==> config.mk <==
export PLATFORM = sky130hd
export DESIGN_NAME = piecewise_linear_interpolator_top
export DESIGN_NICKNAME = d
export VERILOG_FILES = /design/src/rtl/pli_pkg.sv /design/src/rtl/pli_muldiv.sv /design/src/rtl/piecewise_linear_interpolator_top.sv
export SDC_FILE = /design/constraint.sdc
export NUM_CORES = 1
export LEC_CHECK = 0
export BUFFER_PORTS_ARGS = -buffer_cell sky130_fd_sc_hd__buf_2
export CORE_UTILIZATION = 29
export DETAILED_ROUTE_END_ITERATION = 10
export GPL_TIMING_DRIVEN = 1
export SYNTH_ARGS = -nofsm -noshare
export SYNTH_HDL_FRONTEND = slang
export SYNTH_SLANG_ARGS = --single-unit
export TNS_END_PERCENT = 1
==> constraint.sdc <==
create_clock -name clk -period 12.93 [get_ports clk]
set_clock_uncertainty 0.05 [all_clocks]
set_input_delay 1.293 -clock clk [delete_from_list [all_inputs] [get_ports clk]]
set_output_delay 1.293 -clock clk [all_outputs]
set_load 0.03 [all_outputs]
==> src/rtl/pli_pkg.sv <==
package pli_pkg;

	localparam int SAMPLE_W       = 16;
	localparam int REG_W          = 64;
	localparam int LANE_IDX_W     = 3;
	localparam int CFG_IDX_W      = 2;
	localparam int DEFAULT_POINTS = 8;
	localparam int CNT_W          = $clog2(SAMPLE_W);

	typedef enum logic [CFG_IDX_W-1:0] {
		CFG_X_LOW,
		CFG_X_HIGH,
		CFG_Y_LOW,
		CFG_Y_HIGH
	} cfg_reg_t;

	typedef enum logic [1:0] {
		S_IDLE,
		S_SEARCH,
		S_DIVIDE,
		S_FINISH
	} state_t;

	// operands of the scaled segment offset: off * rise / run
	typedef struct packed {
		logic [SAMPLE_W-1:0] off;
		logic [SAMPLE_W-1:0] run;
		logic [SAMPLE_W-1:0] rise;
	} md_req_t;

	// pick one 16-bit lane out of the low/high register pair
	function automatic logic [SAMPLE_W-1:0] lane16(input logic [REG_W-1:0] lo,
			input logic [REG_W-1:0] hi, input logic [LANE_IDX_W-1:0] idx);
		logic [REG_W-1:0] word;
		word = idx[2] ? hi : lo;
		return word[32'(idx[1:0]) * SAMPLE_W +: SAMPLE_W];
	endfunction

endpackage

==> src/rtl/pli_muldiv.sv <==
module pli_muldiv (
	input  logic                          clk,
	input  logic                          arst_n,
	input  logic                          start,
	input  pli_pkg::md_req_t              req,
	output logic                          done,
	output logic [pli_pkg::SAMPLE_W-1:0]  quotient
);

	localparam int W = pli_pkg::SAMPLE_W;

	logic               busy_q;
	logic               done_q;
	logic [pli_pkg::CNT_W-1:0] cnt_q;
	logic [W-1:0]       rise_q;
	logic [W-1:0]       off_q;
	logic [W-1:0]       run_q;
	logic [W-1:0]       rem_q;
	logic [W-1:0]       quo_q;

	logic [W+1:0]       trial;
	logic [W+1:0]       run1;
	logic [W+1:0]       run2;
	logic               ge1;
	logic               ge2;
	logic [1:0]         digit;
	logic [W-1:0]       rem_nx;
	logic [W-1:0]       quo_nx;

	// One bit of rise per cycle, MSB first: rem < run holds throughout, so
	// 2*rem + off stays below 3*run and each step yields a digit of 0, 1 or 2.
	always_comb begin
		trial  = {1'b0, rem_q, 1'b0} + {2'b00, (rise_q[W-1] ? off_q : {W{1'b0}})};
		run1   = {2'b00, run_q};
		run2   = {1'b0, run_q, 1'b0};
		ge2    = (trial >= run2);
		ge1    = (trial >= run1);
		if (ge2) begin
			rem_nx = W'(trial - run2);
			digit  = 2'd2;
		end else if (ge1) begin
			rem_nx = W'(trial - run1);
			digit  = 2'd1;
		end else begin
			rem_nx = W'(trial);
			digit  = 2'd0;
		end
		quo_nx = W'({quo_q, 1'b0} + {{(W-1){1'b0}}, digit});
	end

	always_ff @(posedge clk or negedge arst_n) begin
		if (!arst_n) begin
			busy_q <= 1'b0;
			done_q <= 1'b0;
			cnt_q  <= '0;
		end else begin
			done_q <= 1'b0;
			if (start) begin
				busy_q <= 1'b1;
				cnt_q  <= '0;
			end else if (busy_q) begin
				cnt_q <= pli_pkg::CNT_W'(cnt_q + 1'b1);
				if (cnt_q == pli_pkg::CNT_W'(W - 1)) begin
					busy_q <= 1'b0;
					done_q <= 1'b1;
				end
			end
		end
	end

	always_ff @(posedge clk) begin
		if (start) begin
			rise_q <= req.rise;
			off_q  <= req.off;
			run_q  <= req.run;
			rem_q  <= '0;
			quo_q  <= '0;
		end else if (busy_q) begin
			rise_q <= {rise_q[W-2:0], 1'b0};
			rem_q  <= rem_nx;
			quo_q  <= quo_nx;
		end
	end

	assign done     = done_q;
	assign quotient = quo_q;

endmodule

==> src/rtl/piecewise_linear_interpolator_top.sv <==
// Piecewise linear lookup: a 16-bit sample is mapped through up to POINTS
// ascending breakpoints held in four 64-bit registers (x low/high, y low/high,
// reset to zero; the user must write them through the cfg channel only while
// the block is idle, which the block itself does not enforce). Samples at or
// below the first breakpoint give the first output, at or above the last give
// the last; otherwise the search state finds the segment containing the
// sample and y0 +/- off*rise/run is formed, truncated toward zero.
// Flow: an accepted item passes the search state, then the bit-serial
// multiply/divide unit, whose done flag the divide state picks up, then the
// finish state, which loads the result once the output register is free or
// being read; a clamped sample skips the unit (search, load). One item is in
// flight at a time, so a new item is accepted only after the last one is
// loaded; it is accepted while the previous result still waits on out_ready.
module piecewise_linear_interpolator_top #(
	parameter int POINTS = pli_pkg::DEFAULT_POINTS
) (
	input  logic                           clk,
	input  logic                           arst_n,
	input  logic                           cfg_valid,
	output logic                           cfg_ready,
	input  logic [pli_pkg::CFG_IDX_W-1:0]  cfg_index,
	input  logic [pli_pkg::REG_W-1:0]      cfg_data,
	input  logic                           in_valid,
	output logic                           in_ready,
	input  logic [pli_pkg::SAMPLE_W-1:0]   sample,
	output logic                           out_valid,
	input  logic                           out_ready,
	output logic [pli_pkg::SAMPLE_W-1:0]   mapped_value
);

	localparam int W     = pli_pkg::SAMPLE_W;
	localparam int SEG_W = $clog2(POINTS);
	localparam int LW    = pli_pkg::LANE_IDX_W;

	pli_pkg::state_t   state_q, state_nx;

	logic [pli_pkg::REG_W-1:0] x_lo_q, x_hi_q, y_lo_q, y_hi_q;
	logic [W-1:0]      sample_q;
	logic [W-1:0]      y0_q;
	logic              clamp_q;
	logic              falling_q;
	logic              out_valid_q;
	logic [W-1:0]      mapped_value_q;

	logic              at_low, at_high, clamp_c;
	logic [SEG_W-1:0]  seg_c;
	logic [SEG_W-1:0]  seg_prev;
	logic [W-1:0]      x0_c, x1_c, y0_c, y1_c, clamp_y;
	logic              falling_c;
	pli_pkg::md_req_t  md_req;
	logic              md_start;
	logic              md_done;
	logic [W-1:0]      quo;
	logic              out_load;
	logic [W-1:0]      result;

	// configuration registers
	assign cfg_ready = 1'b1;

	always_ff @(posedge clk or negedge arst_n) begin
		if (!arst_n) begin
			x_lo_q <= '0;
			x_hi_q <= '0;
			y_lo_q <= '0;
			y_hi_q <= '0;
		end else if (cfg_valid) begin
			case (pli_pkg::cfg_reg_t'(cfg_index))
				pli_pkg::CFG_X_LOW:  x_lo_q <= cfg_data;
				pli_pkg::CFG_X_HIGH: x_hi_q <= cfg_data;
				pli_pkg::CFG_Y_LOW:  y_lo_q <= cfg_data;
				pli_pkg::CFG_Y_HIGH: y_hi_q <= cfg_data;
				default: ;
			endcase
		end
	end

	// segment search: independent compares, lowest hit wins
	always_comb begin
		at_low  = (sample_q <= pli_pkg::lane16(x_lo_q, x_hi_q, '0));
		at_high = (sample_q >= pli_pkg::lane16(x_lo_q, x_hi_q, LW'(POINTS - 1)));
		clamp_c = at_low || at_high;
		clamp_y = at_low ? pli_pkg::lane16(y_lo_q, y_hi_q, '0)
				: pli_pkg::lane16(y_lo_q, y_hi_q, LW'(POINTS - 1));
		seg_c = SEG_W'(POINTS - 1);
		for (int i = POINTS - 1; i >= 1; i--) begin
			if (sample_q < pli_pkg::lane16(x_lo_q, x_hi_q, LW'(i)))
				seg_c = SEG_W'(i);
		end
		seg_prev  = SEG_W'(seg_c - 1'b1);
		x1_c      = pli_pkg::lane16(x_lo_q, x_hi_q, LW'(seg_c));
		x0_c      = pli_pkg::lane16(x_lo_q, x_hi_q, LW'(seg_prev));
		y1_c      = pli_pkg::lane16(y_lo_q, y_hi_q, LW'(seg_c));
		y0_c      = pli_pkg::lane16(y_lo_q, y_hi_q, LW'(seg_prev));
		falling_c = (y1_c < y0_c);
		md_req.off  = W'(sample_q - x0_c);
		md_req.run  = W'(x1_c - x0_c);
		md_req.rise = falling_c ? W'(y0_c - y1_c) : W'(y1_c - y0_c);
	end

	pli_muldiv u_muldiv (
		.clk      (clk),
		.arst_n   (arst_n),
		.start    (md_start),
		.req      (md_req),
		.done     (md_done),
		.quotient (quo)
	);

	always_ff @(posedge clk or negedge arst_n) begin
		if (!arst_n)
			state_q <= pli_pkg::S_IDLE;
		else
			state_q <= state_nx;
	end

	always_comb begin
		state_nx = state_q;
		in_ready = 1'b0;
		md_start = 1'b0;
		out_load = 1'b0;
		case (state_q)
			pli_pkg::S_IDLE: begin
				in_ready = 1'b1;
				if (in_valid)
					state_nx = pli_pkg::S_SEARCH;
			end
			pli_pkg::S_SEARCH: begin
				if (clamp_c) begin
					state_nx = pli_pkg::S_FINISH;
				end else begin
					md_start = 1'b1;
					state_nx = pli_pkg::S_DIVIDE;
				end
			end
			pli_pkg::S_DIVIDE: begin
				if (md_done)
					state_nx = pli_pkg::S_FINISH;
			end
			pli_pkg::S_FINISH: begin
				if (!out_valid_q || out_ready) begin
					out_load = 1'b1;
					state_nx = pli_pkg::S_IDLE;
				end
			end
			default: state_nx = pli_pkg::S_IDLE;
		endcase
	end

	// item payload and segment terms
	always_ff @(posedge clk) begin
		if (in_valid && in_ready)
			sample_q <= sample;
		if (state_q == pli_pkg::S_SEARCH) begin
			clamp_q   <= clamp_c;
			falling_q <= falling_c;
			y0_q      <= clamp_c ? clamp_y : y0_c;
		end
	end

	always_comb begin
		if (clamp_q)
			result = y0_q;
		else if (falling_q)
			result = W'(y0_q - quo);
		else
			result = W'(y0_q + quo);
	end

	// output register
	always_ff @(posedge clk or negedge arst_n) begin
		if (!arst_n)
			out_valid_q <= 1'b0;
		else if (out_load)
			out_valid_q <= 1'b1;
		else if (out_ready)
			out_valid_q <= 1'b0;
	end

	always_ff @(posedge clk) begin
		if (out_load)
			mapped_value_q <= result;
	end

	assign out_valid    = out_valid_q;
	assign mapped_value = mapped_value_q;

endmodule
======== After elaboration in Yosys (flattened, before gate mapping) ========
Index checks and enable logic that the tools add are counted.
word-level totals
  register bits ........................... 395
  input port bits ......................... 87
  output and inout bits ................... 19
  word-level logic and storage cells ...... 111
operators by class
  add/sub/neg operators ................... 12
  order comparisons ....................... 11
  equal/unequal tests ..................... 10
  shift operators ......................... 4
  mux-type cells .......................... 42
  reduce and logical (&&, ||, !) cells .... 13
operators by type and width
  operator                                                          number
  64-bit 2-to-1 mux                                                 4
  64-bit by 7-bit indexed part select with 16-bit output            4
  16-bit 2-to-1 mux                                                 10
  16-bit < comparator                                               7
  16-bit subtractor                                                 7
  17-bit by 16-bit adder with 18-bit output                         1
  18-bit by 16-bit greater-or-equal comparator with 1-bit output    1
  18-bit by 17-bit greater-or-equal comparator with 1-bit output    1
  16-bit adder                                                      1
  16-bit by 2-bit adder with 16-bit output                          1
  16-bit greater-or-equal comparator                                1
  16-bit <= comparator                                              1
  1-bit 2-to-1 mux                                                  16
  3-bit 2-to-1 mux                                                  5
  2-bit == test (second input constant)                             4
  2-bit 2-to-1 mux                                                  4
  4-bit 2-to-1 mux                                                  2
  2-bit case mux with 4 select lines                                1
  2-bit AND reduction                                               4
  4-bit by 1-bit adder with 4-bit output (second input constant)    1
  2-bit by 1-bit == test with 1-bit output (second input constant)  2
  4-bit == test (second input constant)                             1
  2-bit logical NOT                                                 2
  2-bit inequality test (second input constant)                     2
  7 further kinds                                                   9

======== Depth between registers and ports, before layout ========
  depth in word-level cells ............... 13
  depth in mapped cells ................... 36
  mapped depth without buffers ............ 30

======== Cells and area by module ========
Synthesis repeated with hierarchy kept, for this count alone.
unflattened totals
  cells, all modules ...................... 3063
  area total of the unflattened synthesis .. 28567.4 µm²
modules (own cells, without submodules)
  module                             instances  cells an instance  area an instance (µm²)  seq. area each (µm²)
  piecewise_linear_interpolator_top  1          2452               22621.7                 7982.7
  pli_muldiv                         1          611                5945.7                  2232.1

======== Least setup slack after synthesis ========
No wires, ideal clock.
  path kind ............................... register to register
  start ................................... reg sample_q[9]
  end ..................................... reg u_muldiv.rise_q[11] (data pin)
  setup time .............................. 263 ps
  arrival ................................. 7100 ps
  required time ........................... 12617 ps
  slack ................................... 5517 ps
  cell stages (with the launch flop) ...... 33
  buffers on the path ..................... 7
  period minus slack after synthesis ...... 7413 ps
  path through ............................ edfxtp_1 ha_1 a21o_1 a21o_1 a2111oi_4 a21oi_2 o31a_1 buf_2 nand3_2 o21a_1 buf_4 inv_2 buf_6 buf_6 clkbuf_1 ha_1 xnor2_4 buf_6 mux4_2 mux2i_1 ha_1 clkbuf_1 and3_1 a221oi_1 o21ai_1 o2111ai_1 nand3_1 mux2_2 a221o_1 a21oi_1 o21ai_0 xnor2_1 o21ai_1
on the way
  word-level cells in the longest chain between the ends .. 13
  elaborated cells on any way between the ends .. 27
  those cells by class .................... 3 x add/sub; 9 x order compare; 2 x shift; 12 x mux; 1 x reduce/logical
RTL lines
  element                                                   RTL line                                                                          text
  start: declaration                                        piecewise_linear_interpolator_top.sv:38                                           logic [W-1:0] sample_q;
  start signal: assignment                                  piecewise_linear_interpolator_top.sv:152                                          sample_q <= sample;
  16-bit < comparator                                       piecewise_linear_interpolator_top.sv:86                                           if (sample_q < pli_pkg::lane16(x_lo_q, x_hi_q, LW'(i)))
  1-bit 2-to-1 mux                                          piecewise_linear_interpolator_top.sv:86
  3-bit 2-to-1 mux (5 in a row)                             piecewise_linear_interpolator_top.sv:86
  3-bit by 1-bit subtractor with 3-bit output               piecewise_linear_interpolator_top.sv:89                                           seg_prev = SEG_W'(seg_c - 1'b1);
  64-bit 2-to-1 mux                                         pli_pkg.sv:35                                                                     word = idx[2] ? hi : lo;
  64-bit by 7-bit indexed part select with 16-bit output    pli_pkg.sv:36                                                                     return word[32'(idx[1:0]) * SAMPLE_W +: SAMPLE_W];
  16-bit subtractor or 16-bit < comparator (tied branches)  piecewise_linear_interpolator_top.sv:97, piecewise_linear_interpolator_top.sv:94
  16-bit 2-to-1 mux                                         piecewise_linear_interpolator_top.sv:97                                           md_req.rise = falling_c ? W'(y0_c - y1_c) : W'(y1_c - y0_c);
  16-bit 2-to-1 mux *                                       pli_muldiv.sv:72                                                                  if (start) begin
  end signal: assignment                                    pli_muldiv.sv:73                                                                  rise_q <= req.rise;
  end signal: assignment                                    pli_muldiv.sv:79                                                                  rise_q <= {rise_q[W-2:0], 1'b0};
  end: declaration                                          pli_muldiv.sv:15                                                                  logic [W-1:0] rise_q;
Mark *: on every way between the ends. The rest lies on a longest branch, timed or not.
A chain may end at the register's enable or synchronous reset.

======== Final worst setup path ========
  start ................................... reg sample_q[2]
  end ..................................... reg u_muldiv.rise_q[11] (data pin)
Same word-level chain as after synthesis.

==> results.toml <==
[clock_tree]
path_clk_slew_ns = 0.06
clock_latency_ns = 0.61
cts_hold_buf = 0
cts-root-buf = "clkbuf_16"
cts_max_level = 2
cts_post_setup_buffers_inserted = 0
cts_resized = 0
clock-sinks = 395
cts_made_buffers = 45
cts.path.max_buffers = 3
cts_tree = "built"

[drt]
drt_iter0_markers = 1847
drc = 0
wl_um = 87280
postRouteAntennaNets = 0
vias_per_cell = 5.253
wl_per_cell_um = 20.78
dr.pass1.iters = 5
vias = 22060

[critical_path]
end_kind = "flip-flop"
timing.rr.end = "u_muldiv.rise_q[11]$_DFFE_PP_"
worstSetupPathType = "flip-flop to flip-flop"
reg2reg_from = "sample_q[2]$_DFFE_PP_"
worst_ep_required_time_ns = 13.20
crit_path_max_fanout = 43
critPathArrivalTime_ns = 9.69
crit_path_start_kind = "flip-flop"
rrSetupSlack_ns = 3.51
ff2ff_path_depth = 27

[cells_and_area]
final_util_pct = 32.73
drive_above_1_share_pct = 16.84
area_growth_syn_to_layout_pct = 11.51
layout.nets = 3245
n_fill_cell = 9807

[timing]
rsz0062_at_grt = "false"
tightest_slew_ns = 1.115
hold_violations = 0
post-route-min-period_ns = 9.416
setup_violations = 0
max_freq_ghz = 0.1062
fin_crit_sh_pct = 72.82
tns_ns = 0
slew_viol_final = 0
relSlewSlack_pct = 25.02

[synth]
yosysWarnings = 0
synth_area_per_cell_um2 = 9.773
synthCells = 2862
synth.net_count = 3213
synth_seq_cells = 395
synth_ff_type = "dfrtp_1"
syn_area_um2 = 27970
synth_cell_types = 82
synth-edff-count = 98
async_reset_ff_share_pct = 67.09
yosysSeqAreaShare_pct = 36.52

[grt]
grt_max_degree = 127
antenna_found_initial = 14
grt_pass1_vias = 21210
overflow = 0
grt_first_pass_wirelength_um = 133600
grtUsageTotal_pct = 17.78

[worst_hold_path]
hold_class = "flip-flop to flip-flop"
holdPathEnd = "u_muldiv.rem_q[10]$_SDFFE_PP0P_"
min_path_cells = 2
worstHoldStart = "u_muldiv.rem_q[10]$_SDFFE_PP0P_"

[run]
cap_viol_max_count = 0

[placed_design]
io_buffers = 104
gp_congestion = 0.9352
hpwl_um = 65810

[die]
ios = 106
core_um2 = 95290
placementRows = 113
start_util_pct = 29.35
die_h_um = 312.6
die_x_um = 312.6
die_area_um2 = 97700

[run_status]
outcome = "finished, final reports clean"
[worst max path at each step]
stage	endpoint	from
final	u_muldiv.rise_q[11]$_DFFE_PP_	sample_q[2]$_DFFE_PP_
after global placement	u_muldiv.rise_q[11]$_DFFE_PP_	sample_q[5]$_DFFE_PP_
after global routing	u_muldiv.rise_q[11]$_DFFE_PP_	sample_q[2]$_DFFE_PP_
after floorplan	u_muldiv.rise_q[11]$_DFFE_PP_	sample_q[9]$_DFFE_PP_
after detailed placement	u_muldiv.rise_q[11]$_DFFE_PP_	sample_q[2]$_DFFE_PP_
after CTS	u_muldiv.rise_q[11]$_DFFE_PP_	sample_q[5]$_DFFE_PP_
[layer usage]
metal	up-vias	part of all wire, %	track usage (%)
li1	10370	-	-
met2	736	43	26.94
met4	2	2.4	4.534
met3	116	7.4	2.926
met1	10830	47	26.08
met5	-	0.015	0
[cells in the final DEF, fill, tap and decap left out, types with 13 or more instances in the layout]
cell type,count
a21o_1,58
inv_1,213
and2_1,24
nor2b_1,19
a211oi_1,40
o21ai_0,212
o21a_1,29
nand4_1,16
a21oi_1,119
buf_2,103
o21ai_1,36
mux4_2,52
o211ai_1,71
nand2_1,370
xor2_1,33
a31oi_1,13
mux2i_1,47
o21bai_1,22
xnor2_1,91
a22oi_1,15
nor2_1,116
nor3_1,29
nand2b_1,17
mux2_2,212
clkbuf_16,46
buf_4,28
dfrtp_1,265
dfxtp_1,32
ha_1,255
edfxtp_1,98
nand3_1,58
[synthesized netlist by cell type, drive strengths merged, types with 24 or more instances]
cell | number | area (um^2)
mux2i | 47 | 470.5
xor2 | 34 | 316.6
mux2 | 212 | 2387
dfrtp | 265 | 6631
inv | 215 | 807.0
and2 | 24 | 150.1
ha | 256 | 3203
nor2 | 116 | 435.4
a211oi | 40 | 300.3
edfxtp | 98 | 2943
mux4 | 62 | 1434
xnor2 | 92 | 824.5
buf | 53 | 286.5
a21o | 59 | 442.9
dfxtp | 32 | 640.6
clkbuf | 95 | 356.6
nand3 | 60 | 305.3
o21ai | 249 | 1246
nor3 | 30 | 155.1
o21a | 30 | 225.2
nand2 | 370 | 1389
o211ai | 72 | 545.5
a21oi | 120 | 604.3
[final cells by class]
cell class	count	area [um^2]	area share, %
flip-flops and latches	395	10210	32.75
clock buffers	67	1330	4.264
repair buffers	133	760.7	2.439
diodes	6	15.01	0.04814
multi-input cells	2104	16350	52.42
inverters	215	809.5	2.595
clock inverters	14	126.4	0.4051
well taps	1265	1583	5.074
[worst max-delay path: stages, from the launching register on]
cell and delay [ns]:
edfxtp_1 0.57, ha_1 0.37, a211oi_1 0.21, o21ai_1 0.15
a2111oi_0 0.80, o211ai_1 0.22, o211ai_2 0.23, nand2_1 0.12
o21a_4 0.29, inv_4 0.42, ha_2 0.39, xnor2_4 0.25
buf_4 0.42, o31ai_1 1.00, ha_1 0.28, inv_1 0.05
fa_1 0.41, a21o_1 0.17, a21oi_1 0.41, o21ai_1 0.20
o2111ai_1 0.27, nand3_1 0.29, mux2_2 0.38, a221o_1 0.35
a21oi_1 0.34, o21ai_0 0.17, xnor2_1 0.19, o21ai_1 0.08
[per-stage QoR]
step / setup slack [ns] / area, um^2 / hold slack, ns / std cells
finish: 3.514 / 31190 / 0.4266 / 4199
global route: 3.030 / 31180 / 0.4586 / 4195
CTS: 3.593 / 31180 / 0.4298 / 4193
detailed placement: 3.672 / 29720 / 0.4192 / 4112
global placement: 3.931 / 29720 / 0.4086 / 4112
floorplan: 5.517 / 27970 / 0.3954 / 2862
[flip-flops by register name, summed over array words and instances (netlist names), 2 cells and up]
register           flops
x_hi_q                64
x_lo_q                64
y_hi_q                64
y_lo_q                64
mapped_value          16
sample_q              16
u_muldiv.off_q        16
u_muldiv.quotient     16
u_muldiv.rem_q        16
u_muldiv.rise_q       16
u_muldiv.run_q        16
y0_q                  16
u_muldiv.cnt_q         4
state_q                2
[cells by family after synthesis]
group	synth area share, %
compound gates	16.08
simple gates	10.75
flops	36.52
buf+inv	5.185
mux	15.34
fa+ha+maj	12.02
xor+xnor	4.080
other cells	0.01341
Power is not shown: default switching activity piles up to over one toggle a cycle in this logic, so the estimate is an artifact.
